## config.mk

```make
export PLATFORM = sky130hd
export DESIGN_NAME = imupt_queue
export DESIGN_NICKNAME = d
export VERILOG_FILES = /design/src/imupt_pkg.sv /design/src/imupt_queue.sv
export VERILOG_INCLUDE_DIRS = /design/src /design/src/src
export SDC_FILE = /design/constraint.sdc
export NUM_CORES = 1
export LEC_CHECK = 0
export ABC_AREA = 1
export BUFFER_PORTS_ARGS = -buffer_cell sky130_fd_sc_hd__buf_2
export CORE_MARGIN = 2
export CORE_UTILIZATION = 45
export DETAILED_ROUTE_END_ITERATION = 16
export PLACE_DENSITY = 0.8
export SLEW_MARGIN = 40
export SYNTH_ARGS = -nofsm -noshare
export SYNTH_HDL_FRONTEND = slang
export SYNTH_SLANG_ARGS = --single-unit
```

## constraint.sdc

```tcl
create_clock -name clk -period 6.7 [get_ports clk]
set_clock_uncertainty 0.1 [all_clocks]
set_input_delay 1.005 -clock clk [delete_from_list [all_inputs] [get_ports clk]]
set_output_delay 1.005 -clock clk [all_outputs]
set_load 0.01 [all_outputs]
```

## src/assert_macros.svh

```systemverilog
// ----------------------------------------------------------------------------
// Assertion macros
// Shared concurrent assertion helpers; empty when SYNTH is defined.
// ----------------------------------------------------------------------------
`ifndef ASSERT_MACROS_SVH
`define ASSERT_MACROS_SVH
`ifndef SYNTH
`define ASSERT_PROP(lbl, clk, rstn, prop, msg) \
	lbl: assert property (@(posedge clk) disable iff (!rstn) (prop)) else $error(msg);
`define ASSERT_NEVER(lbl, clk, rstn, cond, msg) \
	lbl: assert property (@(posedge clk) disable iff (!rstn) !(cond)) else $error(msg);
`else
`define ASSERT_PROP(lbl, clk, rstn, prop, msg)
`define ASSERT_NEVER(lbl, clk, rstn, cond, msg)
`endif
`endif

```

## src/imupt_pkg.sv

```systemverilog
// ----------------------------------------------------------------------------
// imupt_pkg
// Types, register codes, reset values and the arctangent table of the
// IMU prefilter and tilt-angle block.
// ----------------------------------------------------------------------------
package imupt_pkg;

	localparam int ANGLE_LIMIT = 25736;
	localparam int ATAN_IDX_W  = 5;
	localparam int ATAN_LEN    = 24;
	localparam int CORDIC_W    = 28;
	localparam int CORDIC_XY_W = 27;

	localparam logic signed [CORDIC_W-1:0] PI_Q24 = 28'sd52707179;

	localparam logic [15:0]        KEEP_RST  = 16'd32768;
	localparam logic [23:0]        SCALE_RST = 24'd17853;
	localparam logic signed [31:0] FB1_RST   = 32'sd2071735493;
	localparam logic signed [31:0] FB2_RST   = -32'sd1000494913;
	localparam logic signed [31:0] GAIN_RST  = 32'sd2501237;

	typedef enum logic [2:0] {
		REG_LPF_KEEP   = 3'd0,
		REG_GYRO_SCALE = 3'd1,
		REG_IIR_FB1    = 3'd2,
		REG_IIR_FB2    = 3'd3,
		REG_IIR_GAIN   = 3'd4
	} reg_idx_t;

	typedef struct packed {
		logic [15:0]        keep_weight;
		logic [23:0]        rad_scale;
		logic signed [31:0] fb_one;
		logic signed [31:0] fb_two;
		logic signed [31:0] gain;
	} cfg_t;

	// first field in the highest bits
	typedef struct packed {
		logic signed [15:0] gyro_z_raw;
		logic signed [15:0] gyro_y_raw;
		logic signed [15:0] gyro_x_raw;
		logic signed [15:0] accel_z_raw;
		logic signed [15:0] accel_y_raw;
		logic signed [15:0] accel_x_raw;
	} sample_t;

	typedef struct packed {
		logic signed [15:0] roll_angle;
		logic signed [15:0] pitch_angle;
		logic signed [15:0] rate_z_passed;
		logic signed [15:0] rate_y_rad;
		logic signed [15:0] rate_x_rad;
		logic signed [23:0] accel_z_filtered;
		logic signed [23:0] accel_y_filtered;
		logic signed [23:0] accel_x_filtered;
	} result_t;

	// atan(2^-i), 24 fraction bits
	function automatic logic signed [CORDIC_W-1:0] atan_lut(input logic [ATAN_IDX_W-1:0] i);
		logic signed [CORDIC_W-1:0] v;
		case (i)
			5'd0:    v = 28'sd13176795;
			5'd1:    v = 28'sd7778716;
			5'd2:    v = 28'sd4110060;
			5'd3:    v = 28'sd2086331;
			5'd4:    v = 28'sd1047214;
			5'd5:    v = 28'sd524117;
			5'd6:    v = 28'sd262123;
			5'd7:    v = 28'sd131069;
			5'd8:    v = 28'sd65536;
			5'd9:    v = 28'sd32768;
			5'd10:   v = 28'sd16384;
			5'd11:   v = 28'sd8192;
			5'd12:   v = 28'sd4096;
			5'd13:   v = 28'sd2048;
			5'd14:   v = 28'sd1024;
			5'd15:   v = 28'sd512;
			5'd16:   v = 28'sd256;
			5'd17:   v = 28'sd128;
			5'd18:   v = 28'sd64;
			5'd19:   v = 28'sd32;
			5'd20:   v = 28'sd16;
			5'd21:   v = 28'sd8;
			5'd22:   v = 28'sd4;
			5'd23:   v = 28'sd2;
			default: v = '0;
		endcase
		return v;
	endfunction

endpackage

```

## src/imupt_queue.sv

```systemverilog
// ----------------------------------------------------------------------------
// imupt_queue
// Front end: takes raw samples from the input stream into a two-entry queue.
// ----------------------------------------------------------------------------
`include "assert_macros.svh"

module imupt_queue (
	input  logic              clk,
	input  logic              arst_n,
	input  logic              in_valid,
	output logic              in_ready,
	input  imupt_pkg::sample_t in_item,
	output logic              out_valid,
	input  logic              out_pop,
	output imupt_pkg::sample_t out_item
);

	imupt_pkg::sample_t mem_q [2];
	logic       wr_ptr_q;
	logic       rd_ptr_q;
	logic [1:0] count_q;
	logic       push;
	logic       pop;

	assign in_ready  = (count_q != 2'd2);
	assign out_valid = (count_q != 2'd0);
	assign out_item  = mem_q[rd_ptr_q];
	assign push      = in_valid && in_ready;
	assign pop       = out_pop && out_valid;

	always_ff @(posedge clk or negedge arst_n) begin
		if (!arst_n) begin
			wr_ptr_q <= 1'b0;
			rd_ptr_q <= 1'b0;
			count_q  <= 2'd0;
		end else begin
			if (push) begin
				wr_ptr_q <= ~wr_ptr_q;
			end
			if (pop) begin
				rd_ptr_q <= ~rd_ptr_q;
			end
			if (push && !pop) begin
				count_q <= count_q + 2'd1;
			end else if (pop && !push) begin
				count_q <= count_q - 2'd1;
			end
		end
	end

	always_ff @(posedge clk) begin
		if (push) begin
			mem_q[wr_ptr_q] <= in_item;
		end
	end

	`ASSERT_NEVER(a_count_range, clk, arst_n, count_q == 2'd3, "queue count out of range")
	`ASSERT_PROP(a_count_up, clk, arst_n, push && !pop |=> count_q == $past(count_q) + 2'd1, "queue count did not advance")
	`ASSERT_NEVER(a_pop_empty, clk, arst_n, out_pop && count_q == 2'd0, "pop from empty queue")

endmodule

```

==> run metrics <==
M2 GR Usage 0.250; clock network fraction of total power 0.228; total clock sinks 196; Final Hold Vio Count 0; Synth Instances 530; Std-Cell Core Area ~0.016 sq mm; IO buf count between 150 and 200; first-pass GRT wire length 19600 microns; WP data required 5.59 ns; Syn Nets 631; Mean Syn Cell Area approximately 14 sq um; clock slew at reported path FFs roughly 0.06 ns; Post-CTS Setup Bufs 0; clock root buffer clkbuf_16; Post-route DRC 0; Iteration-0 DRC Markers between 300 and 400; I/O pin cnt roughly 200; cts repair resizes 0; Worst Path Arrival 1.91 ns; met3 Track Usage GR 0.0537; area leader, netlist edfxtp_1; Final Critical Period between 3 and 4 ns; grt peak-use layer met2; CTS Buf Count 17; # setup viols final 0; Synth cell types 14; antenna cells 0; FILL cells between 1000 and 1500; met1 Usage GRT 0.196; largest net degree at the start of global routing 98; FMAX 0.332 GHz; WL/cell ~14 microns; PD cells about 430 mW/mm^2; cts-stage hold buffer count 0; Max Cap Viol 0; setup_tns 0 ns; vias in the first global route 4130; top post-synthesis cells by area edfxtp_1, nand2_1, dfrtp_1, buf_2, buf_6; Lkg Pwr between 3 and 4 nW; number of synthesized register bits 196; Die Ht around 130 microns; GRT overflow 0; final WL 13500 microns; H-tree levels 4; vias per cell ~4.7; commonest non-fill, non-tap cell in the layout nand2_1; area grow syn2layout 23.3%; Seq pwr share 0.453; synthesized area just over 0.007 sq mm; area post-placement approximately 0.0084 sq mm; DR pass1 iterations 5; Clock Tree Buf Depth 2; die width roughly 130 microns; worst hold path class in -> async; Routed Antenna Nets 0; most frequent cells in the layout nand2_1, buf_2, edfxtp_1, clkbuf_16, inv_1; combinational share of power 0.319; Worst Setup Start Kind register; max-slew violations 0; Seq/Total Area, Yosys 0.814; die area approximately 0.017 sq mm; routability cong. between 0.6 and 0.7; max_slew headroom 0.494; sw frac 0.339; Ys Warns 0; outcome finished, final reports clean; antenna violations before repair 0; maximum vdd drop 0.000468 V; final instance area ~0.0089 sq mm; worst skew pair latency 0.42 ns; r2r worst-path depth 6; HPWL after DPL between 8000 and 9000 microns; Rows 46; period utilisation layout 0.450; Initial Util 0.457; worst slew pin tran around 0.76 ns; CTS tree done; top-area cell type share of the netlist area 0.800; multi-input logic area around 0.0012 sq mm; share of cells above drive strength 1 0.311; Net Sw Power around 0.0013 W; vias after detailed routing ~4500; CP max FO 97; nets 831; Setup Crit Path Kind reg -> out; Total Routing Usage GR 0.156; total area of sequential cells between 0.005 and 0.006 sq mm; Worst Setup End Kind primary output; internal power roughly 0.0025 W; RSZ-0062 raised after global routing false
[worst max-delay path, cell delays in order, from the launching register on]
cell and delay (ns):
dfrtp_4 0.50, inv_6 0.49, nand2_1 0.14, nand2_1 0.11, buf_2 0.14
[cell type report]
class	instances	share of cell area
repair buffers	202	0.116
well taps	216	0.0304
flip-flops and latches	196	0.660
inverters	7	0.00352
clock inverters	10	0.00676
clock buffers	22	0.0500
multi-input cells	306	0.134
[synth_stat cells]
cell / n
edfxtp_1: 192
xnor2_1: 1
buf_2: 12
inv_1: 6
nand4_1: 1
buf_6: 4
inv_4: 1
dfrtp_1: 4
xor2_1: 1
nand3_1: 2
nor2_1: 2
nand2_1: 298
buf_4: 5
ha_1: 1
[flip-flops by register name, indices dropped and copies added, names as in the netlist]
name      count
count_q       2
rd_ptr_q      1
wr_ptr_q      1
mem_q       192
[through the flow]
stage / total power (W) / cells / util / worst slack [ns] / hold slack (ns)
6_report: 0.00385 / 959 / 0.564 / 3.69 / 0.284
5_1_grt: 0.00409 / 959 / 0.564 / 3.59 / 0.260
4_1_cts: 0.00390 / 959 / 0.564 / 3.69 / 0.263
3_5_place_dp: 0.00302 / 927 / 0.532 / 3.60 / 0.388
3_3_place_gp: 0.00299 / 927 / 0.531 / 3.63 / 0.381
2_1_floorplan: 0.00257 / 530 / - / 0.936 / 0.362
[power by group through the flow]
stage	logic (W)	registers [W]	clock network [W]
finish	0.00123	0.00174	0.000878
global route	0.00138	0.00177	0.000945
CTS	0.00125	0.00174	0.000898
detailed placement	0.00125	0.00177	0
global placement	0.00123	0.00176	0
floorplan	0.000775	0.00179	0
[final timing paths]
check                                         end  slack, ns                    from
max                                  out_item[87]       3.69    rd_ptr_q$_DFFE_PN0P_
min                          wr_ptr_q$_DFFE_PN0P_       0.28                  arst_n
max reg2reg                mem_q[1][74]$_DFFE_PP_       4.13  count_q[0]$_DFFE_PN0P_
min reg2reg                count_q[1]$_DFFE_PN0P_       0.40  count_q[1]$_DFFE_PN0P_
max in group asynchronous    rd_ptr_q$_DFFE_PN0P_       6.07                  arst_n
min in group clk           count_q[1]$_DFFE_PN0P_       0.40  count_q[1]$_DFFE_PN0P_
[cell families (layout without fill, tap and decap cells)]
kind of cell,count (synthesis),after routing,synth area share
XOR/XNOR,2,2,0.00243
adder cells (fa/ha/maj),1,1,0.00174
buffers and inverters,28,241,0.0238
flip-flops,196,196,0.814
AND/OR/NAND/NOR,303,303,0.158
[layer usage]
metal | part of all wire | vias up | routed length, microns
met4 | 0.014 | 0 | 182
met1 | 0.42 | 2112 | 5700
li1 | - | 2178 | -
met2 | 0.49 | 176 | 6630
met5 | 0 | - | 0
met3 | 0.072 | 14 | 974
(Power assumes the default switching activity.)
